==> src/sv/tpp_pkg.sv <==
// Shared types and constants for the time period parser.
package tpp_pkg;

  localparam int unsigned DIV_W   = 52;          // widest section value
  localparam int unsigned DIV_NIB = DIV_W / 4;   // dividend nibbles per divide by ten
  localparam int unsigned MUL_W   = 20;

  localparam logic [1:0] ST_OK         = 2'd0;
  localparam logic [1:0] ST_UNEXPECTED = 2'd1;
  localparam logic [1:0] ST_TOO_BIG    = 2'd2;

  localparam logic [7:0] MASK_DOT  = 8'h80;
  localparam logic [7:0] MASK_FRAC = 8'h40;
  localparam logic [7:0] MASK_BOTH = 8'hC0;

  localparam logic [MUL_W-1:0] SEC_WEEK = MUL_W'(7 * 24 * 3600);
  localparam logic [MUL_W-1:0] SEC_DAY  = MUL_W'(24 * 3600);
  localparam logic [MUL_W-1:0] SEC_HOUR = MUL_W'(3600);
  localparam logic [MUL_W-1:0] HR_WEEK  = MUL_W'(7 * 24);
  localparam logic [MUL_W-1:0] HR_DAY   = MUL_W'(24);
  localparam logic [MUL_W-1:0] SEC_MIN  = MUL_W'(60);

  typedef enum logic [2:0] {
    PH_LEAD, PH_WANT_DIGIT, PH_AFTER_SECTION, PH_NUM, PH_NUM_BLANK, PH_DRAIN
  } phase_t;

  typedef enum logic [2:0] {
    S_IDLE, S_MUL, S_APPLY, S_DIV, S_FRAC
  } seq_t;

  typedef struct packed {
    logic             start;
    logic [DIV_W-1:0] dividend;
  } div_req_t;

  typedef struct packed {
    logic             done;
    logic [DIV_W-1:0] quo;
    logic [3:0]       rem;
  } div_rsp_t;

endpackage

==> src/sv/time_period_parser.sv <==
// Top level of the time period parser.
// Takes a duration string one byte per beat and gives one result beat when the
// string is decided. Digits, blanks, '.', end of string and bad bytes are handled
// as they are taken. A unit byte is multiplied, then used to update the total,
// and no new byte is taken meanwhile; a unit after a fraction of k digits also
// runs k divides by ten through the divider, then adds the rounded fraction (k
// stops counting at 31). No byte is taken while a result beat waits on
// out_stall. The user must write hours_mode through the cfg port only while
// the block is idle; the block itself does not enforce it.
module time_period_parser
  import tpp_pkg::*;
(
  input  logic        clk,
  input  logic        rst_n,
  input  logic        in_valid,
  output logic        in_stall,
  input  logic [7:0]  in_char_code,
  output logic        out_valid,
  input  logic        out_stall,
  output logic [1:0]  out_status,
  output logic [31:0] out_period,
  output logic [7:0]  out_bad_char,
  input  logic        cfg_valid,
  output logic        cfg_ready,
  input  logic        cfg_hours_mode
);

  localparam logic [31:0] U32_MAX = 32'hFFFF_FFFF;

  seq_t   st_r, st_nxt;
  phase_t ph_r, ph_nxt;
  logic [7:0]       mask_r, mask_nxt, cm_r, cm_nxt, ch_r, ch_nxt;
  logic [31:0]      tot_r, tot_nxt, num_r, num_nxt;
  logic [4:0]       dc_r, dc_nxt, dn_r, dn_nxt;
  logic [MUL_W-1:0] mul_r, mul_nxt, max_r, max_nxt;
  logic [DIV_W-1:0] v_r, v_nxt, tm_r, tm_nxt;
  logic             hm_r;
  logic             ov_r, ov_nxt;
  logic [1:0]       os_r, os_nxt;
  logic [31:0]      op_r, op_nxt;
  logic [7:0]       ob_r, ob_nxt;
  div_req_t         dreq;
  div_rsp_t         drsp;

  tpp_div10 u_div (.clk(clk), .rst_n(rst_n), .req(dreq), .rsp(drsp));

  assign cfg_ready = 1'b1;
  assign in_stall  = (st_r != S_IDLE) || ov_r;
  assign out_valid = ov_r;
  assign out_status = os_r;
  assign out_period = op_r;
  assign out_bad_char = ob_r;

  always_comb begin
    logic [7:0]  c, lc, chk;
    logic        blank, digit, acc;
    logic [35:0] n10;
    logic [52:0] sum;
    logic        fin;
    logic [1:0]  fst;
    logic [31:0] fper;
    logic [7:0]  fbad, fbyte;

    c     = in_char_code;
    lc    = c | 8'h20;
    blank = (c == 8'h20) || (c == 8'h09);
    digit = (c >= 8'h30) && (c <= 8'h39);
    acc   = in_valid && !in_stall;
    n10   = {4'd0, num_r} * 36'd10 + {32'd0, c[3:0]};
    sum   = '0;
    chk   = '0;
    fin   = 1'b0;
    fst   = ST_OK;
    fper  = '0;
    fbad  = '0;
    fbyte = c;

    st_nxt   = st_r;
    ph_nxt   = ph_r;
    mask_nxt = mask_r;
    cm_nxt   = cm_r;
    ch_nxt   = ch_r;
    tot_nxt  = tot_r;
    num_nxt  = num_r;
    dc_nxt   = dc_r;
    dn_nxt   = dn_r;
    mul_nxt  = mul_r;
    max_nxt  = max_r;
    v_nxt    = v_r;
    tm_nxt   = tm_r;
    ov_nxt   = ov_r && out_stall;
    os_nxt   = os_r;
    op_nxt   = op_r;
    ob_nxt   = ob_r;
    dreq.start    = 1'b0;
    dreq.dividend = drsp.quo;

    case (st_r)
      S_IDLE: begin
        if (acc) begin
          case (ph_r)
            PH_DRAIN: begin
              if (c == 8'h00) ph_nxt = PH_LEAD;
            end
            PH_WANT_DIGIT: begin
              if (digit) begin
                num_nxt = {28'd0, c[3:0]};
                dc_nxt  = 5'd1;
                ph_nxt  = PH_NUM;
              end else begin
                fin = 1'b1; fst = ST_UNEXPECTED; fbad = c;
              end
            end
            PH_AFTER_SECTION: begin
              if (blank) begin
              end else if (c == 8'h00 || c == 8'h0D || c == 8'h0A) begin
                fin = 1'b1; fst = ST_OK; fper = tot_r;
              end else if (digit && (mask_r & MASK_BOTH) != MASK_BOTH) begin
                num_nxt = {28'd0, c[3:0]};
                dc_nxt  = 5'd1;
                ph_nxt  = PH_NUM;
              end else begin
                fin = 1'b1; fst = ST_UNEXPECTED; fbad = c;
              end
            end
            PH_NUM, PH_NUM_BLANK: begin
              if (ph_r == PH_NUM && digit && num_r != U32_MAX) begin
                num_nxt = n10[31:0];
                if (dc_r != 5'd31) dc_nxt = dc_r + 5'd1;
                if (n10 > {4'd0, U32_MAX}) begin
                  fin = 1'b1; fst = ST_TOO_BIG;
                end
              end else if (blank) begin
                ph_nxt = PH_NUM_BLANK;
              end else if (c == 8'h2E) begin
                if (mask_r != 8'h00) begin
                  fin = 1'b1; fst = ST_UNEXPECTED; fbad = c;
                end else begin
                  mask_nxt = MASK_DOT;
                  tot_nxt  = num_r;
                  ph_nxt   = PH_WANT_DIGIT;
                end
              end else if (c == 8'h00) begin
                fin = 1'b1;
                if (mask_r == 8'h00) begin
                  fst = ST_OK; fper = num_r;
                end else begin
                  fst = ST_UNEXPECTED;
                end
              end else begin
                ch_nxt = c;
                st_nxt = S_MUL;
                case (lc)
                  8'h77: begin
                    mul_nxt = hm_r ? HR_WEEK : SEC_WEEK;
                    max_nxt = '0;
                    cm_nxt  = 8'h10;
                  end
                  8'h64: begin
                    mul_nxt = hm_r ? HR_DAY : SEC_DAY;
                    max_nxt = hm_r ? HR_WEEK : SEC_WEEK;
                    cm_nxt  = 8'h08;
                  end
                  8'h68: begin
                    mul_nxt = hm_r ? MUL_W'(1) : SEC_HOUR;
                    max_nxt = hm_r ? HR_DAY : SEC_DAY;
                    cm_nxt  = 8'h04;
                  end
                  8'h6D: begin
                    mul_nxt = SEC_MIN;
                    max_nxt = SEC_HOUR;
                    cm_nxt  = 8'h02;
                    if (hm_r) st_nxt = S_IDLE;
                  end
                  8'h73: begin
                    mul_nxt = MUL_W'(1);
                    max_nxt = SEC_MIN;
                    cm_nxt  = 8'h01;
                    if (hm_r) st_nxt = S_IDLE;
                  end
                  default: st_nxt = S_IDLE;
                endcase
                if (st_nxt == S_IDLE) begin
                  fin = 1'b1; fst = ST_UNEXPECTED; fbad = c;
                end
              end
            end
            default: begin
              ph_nxt = PH_LEAD;
              if (blank) begin
              end else if (digit) begin
                num_nxt = {28'd0, c[3:0]};
                dc_nxt  = 5'd1;
                ph_nxt  = PH_NUM;
              end else begin
                fin = 1'b1; fst = ST_UNEXPECTED; fbad = c;
              end
            end
          endcase
        end
      end
      S_MUL: begin
        v_nxt  = DIV_W'({num_r, {MUL_W{1'b0}}} >> MUL_W) * DIV_W'(mul_r);
        tm_nxt = DIV_W'(tot_r) * DIV_W'(mul_r);
        st_nxt = S_APPLY;
      end
      S_APPLY: begin
        fbyte = ch_r;
        chk   = mask_r & (MASK_BOTH | ((cm_r << 1) - 8'd1));
        st_nxt = S_IDLE;
        ph_nxt = PH_AFTER_SECTION;
        if (mask_r == MASK_DOT) begin
          dreq.start    = 1'b1;
          dreq.dividend = v_r;
          dn_nxt        = dc_r - 5'd1;
          st_nxt        = S_DIV;
        end else if (mask_r == 8'h00) begin
          mask_nxt = cm_r;
          sum      = {1'b0, v_r};
        end else if (chk == 8'h00) begin
          if (cm_r == 8'h10 || v_r < DIV_W'(max_r)) begin
            mask_nxt = mask_r | cm_r;
            sum      = {1'b0, v_r} + 53'(tot_r);
          end else begin
            fin = 1'b1; fst = ST_TOO_BIG; fbad = ch_r;
          end
        end else begin
          fin = 1'b1; fst = ST_UNEXPECTED; fbad = ch_r;
        end
        if (st_nxt == S_IDLE && !fin) begin
          tot_nxt = sum[31:0];
          if (sum > 53'(U32_MAX)) begin
            fin = 1'b1; fst = ST_TOO_BIG;
          end
        end
      end
      S_DIV: begin
        if (drsp.done) begin
          if (dn_r == 5'd0) begin
            st_nxt = S_FRAC;
          end else begin
            dreq.start = 1'b1;
            dn_nxt     = dn_r - 5'd1;
          end
        end
      end
      S_FRAC: begin
        fbyte    = ch_r;
        sum      = {1'b0, tm_r} + {1'b0, drsp.quo} + 53'(drsp.rem >= 4'd5);
        mask_nxt = mask_r | MASK_FRAC;
        tot_nxt  = sum[31:0];
        st_nxt   = S_IDLE;
        ph_nxt   = PH_AFTER_SECTION;
        if (sum > 53'(U32_MAX)) begin
          fin = 1'b1; fst = ST_TOO_BIG;
        end
      end
      default: st_nxt = S_IDLE;
    endcase

    if (fin) begin
      ov_nxt   = 1'b1;
      os_nxt   = fst;
      op_nxt   = fper;
      ob_nxt   = fbad;
      mask_nxt = '0;
      tot_nxt  = '0;
      num_nxt  = '0;
      dc_nxt   = '0;
      st_nxt   = S_IDLE;
      ph_nxt   = (fbyte == 8'h00) ? PH_LEAD : PH_DRAIN;
    end
  end

  always_ff @(posedge clk) begin
    cm_r  <= cm_nxt;
    ch_r  <= ch_nxt;
    dn_r  <= dn_nxt;
    mul_r <= mul_nxt;
    max_r <= max_nxt;
    v_r   <= v_nxt;
    tm_r  <= tm_nxt;
    os_r  <= os_nxt;
    op_r  <= op_nxt;
    ob_r  <= ob_nxt;
    if (!rst_n) begin
      st_r   <= S_IDLE;
      ph_r   <= PH_LEAD;
      mask_r <= '0;
      tot_r  <= '0;
      num_r  <= '0;
      dc_r   <= '0;
      ov_r   <= 1'b0;
      hm_r   <= 1'b0;
    end else begin
      st_r   <= st_nxt;
      ph_r   <= ph_nxt;
      mask_r <= mask_nxt;
      tot_r  <= tot_nxt;
      num_r  <= num_nxt;
      dc_r   <= dc_nxt;
      ov_r   <= ov_nxt;
      if (cfg_valid && cfg_ready) hm_r <= cfg_hours_mode;
    end
  end

endmodule

==> src/sv/tpp_div10.sv <==
// Iterative divide by ten, four dividend bits per cycle.
module tpp_div10
  import tpp_pkg::*;
(
  input  logic     clk,
  input  logic     rst_n,
  input  div_req_t req,
  output div_rsp_t rsp
);

  localparam int unsigned CW = $clog2(DIV_NIB + 1);

  logic [DIV_W-1:0] sh_r, sh_nxt;
  logic [3:0]       rem_r, rem_nxt;
  logic [CW-1:0]    cnt_r, cnt_nxt;
  logic             busy_r, busy_nxt, done_r, done_nxt;

  always_comb begin
    logic [4:0] r;
    logic [3:0] qn;
    r  = {1'b0, rem_r};
    qn = '0;
    for (int i = 3; i >= 0; i--) begin
      r = {r[3:0], sh_r[DIV_W-4+i]};
      if (r >= 5'd10) begin
        r = r - 5'd10;
        qn[i] = 1'b1;
      end
    end
    sh_nxt   = sh_r;
    rem_nxt  = rem_r;
    cnt_nxt  = cnt_r;
    busy_nxt = busy_r;
    done_nxt = 1'b0;
    if (req.start) begin
      sh_nxt   = req.dividend;
      rem_nxt  = '0;
      cnt_nxt  = CW'(DIV_NIB);
      busy_nxt = 1'b1;
    end else if (busy_r) begin
      sh_nxt  = {sh_r[DIV_W-5:0], qn};
      rem_nxt = r[3:0];
      cnt_nxt = cnt_r - 1'b1;
      if (cnt_r == CW'(1)) begin
        busy_nxt = 1'b0;
        done_nxt = 1'b1;
      end
    end
  end

  always_ff @(posedge clk) begin
    sh_r  <= sh_nxt;
    rem_r <= rem_nxt;
    cnt_r <= cnt_nxt;
    if (!rst_n) begin
      busy_r <= 1'b0;
      done_r <= 1'b0;
    end else begin
      busy_r <= busy_nxt;
      done_r <= done_nxt;
    end
  end

  assign rsp.done = done_r;
  assign rsp.quo  = sh_r;
  assign rsp.rem  = rem_r;

endmodule

==> config.mk <==
export PLATFORM = sky130hd
export DESIGN_NAME = time_period_parser
export DESIGN_NICKNAME = d
export VERILOG_FILES = /design/src/sv/tpp_pkg.sv /design/src/sv/time_period_parser.sv /design/src/sv/tpp_div10.sv
export SDC_FILE = /design/constraint.sdc
export NUM_CORES = 2
export LEC_CHECK = 0
export ABC_AREA = 1
export BUFFER_PORTS_ARGS = -buffer_cell sky130_fd_sc_hd__buf_2
export CAP_MARGIN = 20
export CELL_PAD_IN_SITES_DETAIL_PLACEMENT = 0
export CELL_PAD_IN_SITES_GLOBAL_PLACEMENT = 2
export CORE_MARGIN = 2
export CORE_UTILIZATION = 40
export CTS_CLUSTER_DIAMETER = 100
export DETAILED_ROUTE_END_ITERATION = 10
export PLACE_DENSITY_LB_ADDON = 0.1
export SYNTH_ARGS = -nofsm -noshare
export SYNTH_HDL_FRONTEND = slang
export SYNTH_HIERARCHICAL = 1
export SYNTH_SLANG_ARGS = --single-unit
==> constraint.sdc <==
create_clock -name clk -period 9.42 [get_ports clk]
set_input_delay 0.942 -clock clk [delete_from_list [all_inputs] [get_ports clk]]
set_output_delay 0.942 -clock clk [all_outputs]
set_load 0.03 [all_outputs]
# Yosys cells after proc, flatten, opt, wreduce, memory -nomap -nowiden
# Cells that the tools add are included.
[op_classes]
reduce_logical = 48
n_lt_le_gt_ge = 11
n_bitwise = 10
eq_ne = 58
muxes = 178
n_addsub = 13
multipliers = 3
[ops]
columns = ["op", "count"]
rows = [
  ["two-way mux 32 bit", 20],
  ["two-way mux 53 bit", 6],
  ["two-way mux 8 bit", 27],
  ["one-hot mux 20 bit (5 select lines)", 2],
  ["two-way mux 52 bit", 3],
  ["one-hot mux 32 bit (4 select lines)", 1],
  ["> comparator 53 x 32 -> 1 bit, second input constant", 2],
  ["multiplier 32 x 20 -> 52 bit", 2],
  ["one-hot mux 32 bit (3 select lines)", 1],
  ["two-way mux 3 bit", 28],
  ["one-hot mux 32 bit (2 select lines)", 1],
  ["adder 52 x 32 -> 53 bit", 1],
  ["adder 52 x 52 -> 53 bit", 1],
  ["adder 53 x 1 -> 53 bit", 1],
  ["< comparator 52 x 20 -> 1 bit", 1],
  ["two-way mux 5 bit", 10],
  ["two-way mux 1 bit", 41],
  ["one-hot mux 8 bit (5 select lines)", 1],
  ["adder 36 x 4 -> 36 bit", 1],
  ["> comparator 36 x 32 -> 1 bit, second input constant", 1],
  ["!= test 2 bit, second input constant", 18],
  ["equality test 7 x 6 -> 1 bit, second input constant", 5],
  ["multiplier 32 x 3 -> 35 bit, second input constant", 1],
  ["zero test 8 bit", 4],
  ["other kinds (62)", 142],
]
[word_totals]
elab_cells = 345
reg_bits = 354
out_inout_bits = 45
input_bits = 14

# Longest topological paths before layout
[depth]
depth_word = 21
ltp_mapped = 33

# Modules after synthesis
# The synthesis kept the hierarchy.
[modules_own_cells]
columns = ["mod", "cells_per_inst", "area_each_um2", "n_inst"]
rows = [
  ["time_period_parser", 7830, 57495.1, 1],
  ["tpp_div10", 342, 3076.7, 1],
]

# Least setup slack after synthesis
# OpenSTA, ideal clock, no wires.
[synth_timing]
kind = "flip-flop to flip-flop"
start = "reg st_r[0]"
end = "reg tm_r[0], enable pin"
setup_ns = 0.698
setup_slack_ns = 1.271
path_buffers = 0
path_stages_with_launch = 3
required_ns = 8.722
arrival_time_ns = 7.452
cell_sequence = "dfxtp_1 > inv_1 > nor3_1"
[synth_via]
elab_chain_len = 1
[synth_lines]
columns = ["item", "line", "text"]
rows = [
  ["from (decl)", "time_period_parser.sv:30", "seq_t st_r, st_nxt;"],
  ["from (signal assigned)", "time_period_parser.sv:296", "st_r <= st_nxt;"],
  ["equality test 3 x 1 -> 1 bit", "time_period_parser.sv:98", "case (st_r)"],
  ["to (signal assigned)", "time_period_parser.sv:282", "tm_r <= tm_nxt;"],
  ["to (decl)", "time_period_parser.sv:36", "logic [DIV_W-1:0] v_r, v_nxt, tm_r, tm_nxt;"],
]
# Every way passes these cells.
# A chain may end at the register's enable or synchronous reset.

# Final worst setup path
[layout_timing]
start = "reg mul_r[11]"
end = "reg v_r[48], data pin"
[layout_via]
elab_chain_len = 1
[layout_lines]
columns = ["item", "line", "text"]
rows = [
  ["from (decl)", "time_period_parser.sv:35", "logic [MUL_W-1:0] mul_r, mul_nxt, max_r, max_nxt;"],
  ["from (signal assigned)", "time_period_parser.sv:279", "mul_r <= mul_nxt;"],
  ["multiplier 32 x 20 -> 52 bit", "time_period_parser.sv:203", "v_nxt = DIV_W'({num_r, {MUL_W{1'b0}}} >> MUL_W) * DIV_W'(mul_r);"],
  ["to (signal assigned)", "time_period_parser.sv:281", "v_r <= v_nxt;"],
  ["to (decl)", "time_period_parser.sv:36", ""],
]
# Every way passes these cells.

==> run metrics <==
outcome finished, final reports clean; Cell variety after synth 68; peak supply drop 0.0001123 V; overall routing resource usage 0.3198; total die area 154600 µm²; total power after layout 0.004260 W; EDFF count, synth between 200 and 250; Chip Width 393.1 µm; number of search-and-repair iterations in the first detailed-routing pass 6; register bit count reported by yosys roughly 330; Logic pwr share 0.209; area added between synthesis and finish 7.469%; overall die height approximately 390 µm; WS Path Type flop to flop; Synth async-reset ratio 0; Relative slew margins 0.2035; endpoint required time on the critical path 9.82 ns; number of failing hold endpoints at the final stage 0; worst endpoint data arrival time 8.40 ns; Initial Util 0.4035; most frequent standard cell in the layout excluding fill and tap cells sky130_fd_sc_hd__inv_1; cell at the root of the clock tree sky130_fd_sc_hd__clkbuf_16; # DRC 0; endpoint kind of the worst setup timing path flop; Worst Reg2Reg Path Length in Cells 25; vias in the first global route 53670; mapped cell area just over 60000 µm²; number of resized instances in the post-cts repair step 0; total power density per cell area 65.44 nW/µm²; count of yosys warnings during synthesis 6; met2 wirelength from detailed routing 105.8 mm; syn_area_per_cell about 7.4 µm²; max capacitance violation total 0; M1 WL 115.3 mm; sequential fraction of design power 0.398; switching share of total power 0.3362; maximum fanout encountered on the critical timing path 46; number of nets in the final layout between 9000 and 10000; remaining number of nets flagged by the antenna check after routing 0; fraction of post-synthesis cell area in the top cell type by area 0.2528; largest net degree at the start of global routing 98; GRT Residual Overflow 0; sum of negative setup slack 0 ns; CTS max path bufs 3; average detailed-routed wire length per instance 23.82 µm; setup repair after global routing missed its margin no; commonest cells after routing, fill and taps aside 2078 x sky130_fd_sc_hd__inv_1, 2027 x sky130_fd_sc_hd__nand2_1, 765 x sky130_fd_sc_hd__fa_1; core area 150100 µm²; leakage component of the power 37.18 nW; share of synthesized area occupied by flip-flops and latches 0.1461; later-pin clock latency in the skew report 0.63 ns; level count of the clock H-tree 2; transition time of the tightest slew-check pin 1.195 ns; final setup fails 0; count of pins on the block boundary 59; final wirelength 244.0 mm; port bufs 57; Final Max Slew Viols 0; final critical-path required period 7.996 ns; Rows between 100 and 150; cell-internal power 0.002828 W; min-delay worst type flop to flop; final worst clock skew ~0.025 ns; CTS tree done; number of instances on the worst hold path 1; Detail Placement HPWL 208.5 mm; uppermost routed layer met5; startpoint kind of the worst setup timing path flop; setup fix buffers added after clock tree synthesis 0; clock transition at the registers of the reported paths 0.06 ns; period utilization 0.8489; per-cell via count in the routed design 5.196; detailed router's first-iteration violation count approximately 4700; post-synthesis net count 9646; Hold-fix buffers, CTS 0; dominant cells by area after synthesis sky130_fd_sc_hd__fa_1 25%, sky130_fd_sc_hd__ha_1 14%, sky130_fd_sc_hd__inv_1 13%; count of mapped cells out of synthesis 8172; number of buffers created by CTS 41; detailed route wirelength on metal3 15.48 mm; Fmax achieved 125.1 MHz; TritonCTS Sinks 326; ratio of cells with drive above 1 in the final layout 0.04765; number of antenna violations at the first check in global routing 13; most used flip-flop cell after synthesis sky130_fd_sc_hd__edfxtp_1; first-pass GRT wire length 361.0 mm; routability-driven placement congestion ratio 0.9809; clock network fraction of design power 0.392; number of fill cells 15780; switching power ~0.0014 W; biggest area consumer among synthesized cells sky130_fd_sc_hd__fa_1; total number of vias between 50000 and 60000
[per-stage QoR]
| stage | cells | area (µm²) | worst slack [ns] | utilization | hold WS [ns] |
|---|---|---|---|---|---|
| 2_1_floorplan | 8172 | 60570 | 1.271 | - | 0.4344 |
| 3_3_place_gp | 10160 | 63610 | 1.230 | 0.4237 | 0.4482 |
| 3_5_place_dp | 10170 | 63670 | 1.455 | 0.4241 | 0.4545 |
| 4_1_cts | 10240 | 65050 | 1.458 | 0.4333 | 0.4642 |
| 5_1_grt | 10240 | 65100 | 1.007 | 0.4336 | 0.4900 |
| 6_report | 10240 | 65100 | 1.424 | 0.4336 | 0.4623 |
[cells by family (layout without fill, tap and decap cells)]
logic type | count (synthesis) | after routing | synth area share
AOI/OAI and AO/OA | 868 | 868 | 0.08335
and+or+nand+nor | 3040 | 3040 | 0.2059
adders and majority gates | 1460 | 1460 | 0.3964
other | 1 | 2 | 0.00006191
buffers and inverters | 2317 | 2372 | 0.1449
xor gates and xnor gates | 157 | 157 | 0.02283
DFF | 326 | 326 | 0.1461
muxes | 3 | 3 | 0.0004958
[power by group through the flow]
stage	combinational, W	clock (W)	sequential [W]
after floorplan	0.000447	0	0.00188
after global placement	0.000874	0	0.00173
after detailed placement	0.000875	0	0.00173
after CTS	0.000878	0.00170	0.00170
after global routing	0.000967	0.00174	0.00171
final	0.000892	0.00167	0.00170
[synthesized netlist by cell type, drive strengths merged, types with 69 or more instances]
library cell / number
buf: 69
nand3: 261
a21oi: 390
ha: 695
fa: 765
edfxtp: 232
inv: 2089
nand4: 115
nand2: 2061
xor2: 90
o21ai: 254
dfxtp: 94
clkbuf: 156
nor2: 494
[layout make-up]
cell class | count | area (µm²) | share of cell area
multi-input cells | 5529 | 42990 | 0.6605
flip-flops and latches | 326 | 8850 | 0.1359
inverters | 2092 | 7858 | 0.1207
well taps | 2016 | 2522 | 0.03875
repair buffers | 205 | 1486 | 0.02283
clock buffers | 47 | 1090 | 0.01674
clock inverters | 28 | 294.0 | 0.004517
diodes | 1 | 2.502 | 0.00003844
[flip-flops by register name, indices dropped and copies added (netlist names), 2 cells and up]
register	cells
v_r	52
u_div/cnt_r	4
num_r	32
out_status	2
max_r	6
u_div/rem_r	4
tot_r	32
tm_r	52
dc_r	5
ch_r	8
u_div/sh_r	52
out_period	32
dn_r	5
cm_r	5
mask_r	7
out_bad_char	8
ph_r	3
mul_r	10
st_r	3
[layer usage]
layer,global-route usage,vias to the layer above
met5,0,-
met4,0.08555,4
met3,0.03574,286
met2,0.4965,1747
met1,0.4697,26140
li1,-,25060
[worst max-delay path: stages (launching register included)]
cell and delay [ns]:
sky130_fd_sc_hd__edfxtp_1 0.88, sky130_fd_sc_hd__buf_4 0.64, sky130_fd_sc_hd__nand2_1 0.11, sky130_fd_sc_hd__inv_1 0.15
sky130_fd_sc_hd__fa_1 0.41, sky130_fd_sc_hd__ha_1 0.19, sky130_fd_sc_hd__inv_1 0.06, sky130_fd_sc_hd__fa_1 0.45
sky130_fd_sc_hd__fa_1 0.55, sky130_fd_sc_hd__inv_1 0.05, sky130_fd_sc_hd__fa_1 0.38, sky130_fd_sc_hd__fa_1 0.54
sky130_fd_sc_hd__fa_1 0.41, sky130_fd_sc_hd__ha_1 0.38, sky130_fd_sc_hd__nand2_1 0.17, sky130_fd_sc_hd__nor4_1 0.39
sky130_fd_sc_hd__nand2_1 0.12, sky130_fd_sc_hd__o2111ai_1 0.11, sky130_fd_sc_hd__a31oi_1 0.15, sky130_fd_sc_hd__o21bai_1 0.46
sky130_fd_sc_hd__nand3_1 0.12, sky130_fd_sc_hd__nand2_1 0.16, sky130_fd_sc_hd__nand2_1 0.08, sky130_fd_sc_hd__o211ai_1 0.18
sky130_fd_sc_hd__a21oi_1 0.15, sky130_fd_sc_hd__xnor2_1 0.35
[final timing paths]
kind | start | endpoint | slack [ns]
max | mul_r[11] | v_r[48] | 1.42
min | u_div/cnt_r[3] | u_div/cnt_r[3] | 0.46
max reg2reg | mul_r[11] | v_r[48] | 1.42
min reg2reg | u_div/cnt_r[3] | u_div/cnt_r[3] | 0.46
Note: power is estimated with default switching activity, not from simulation.
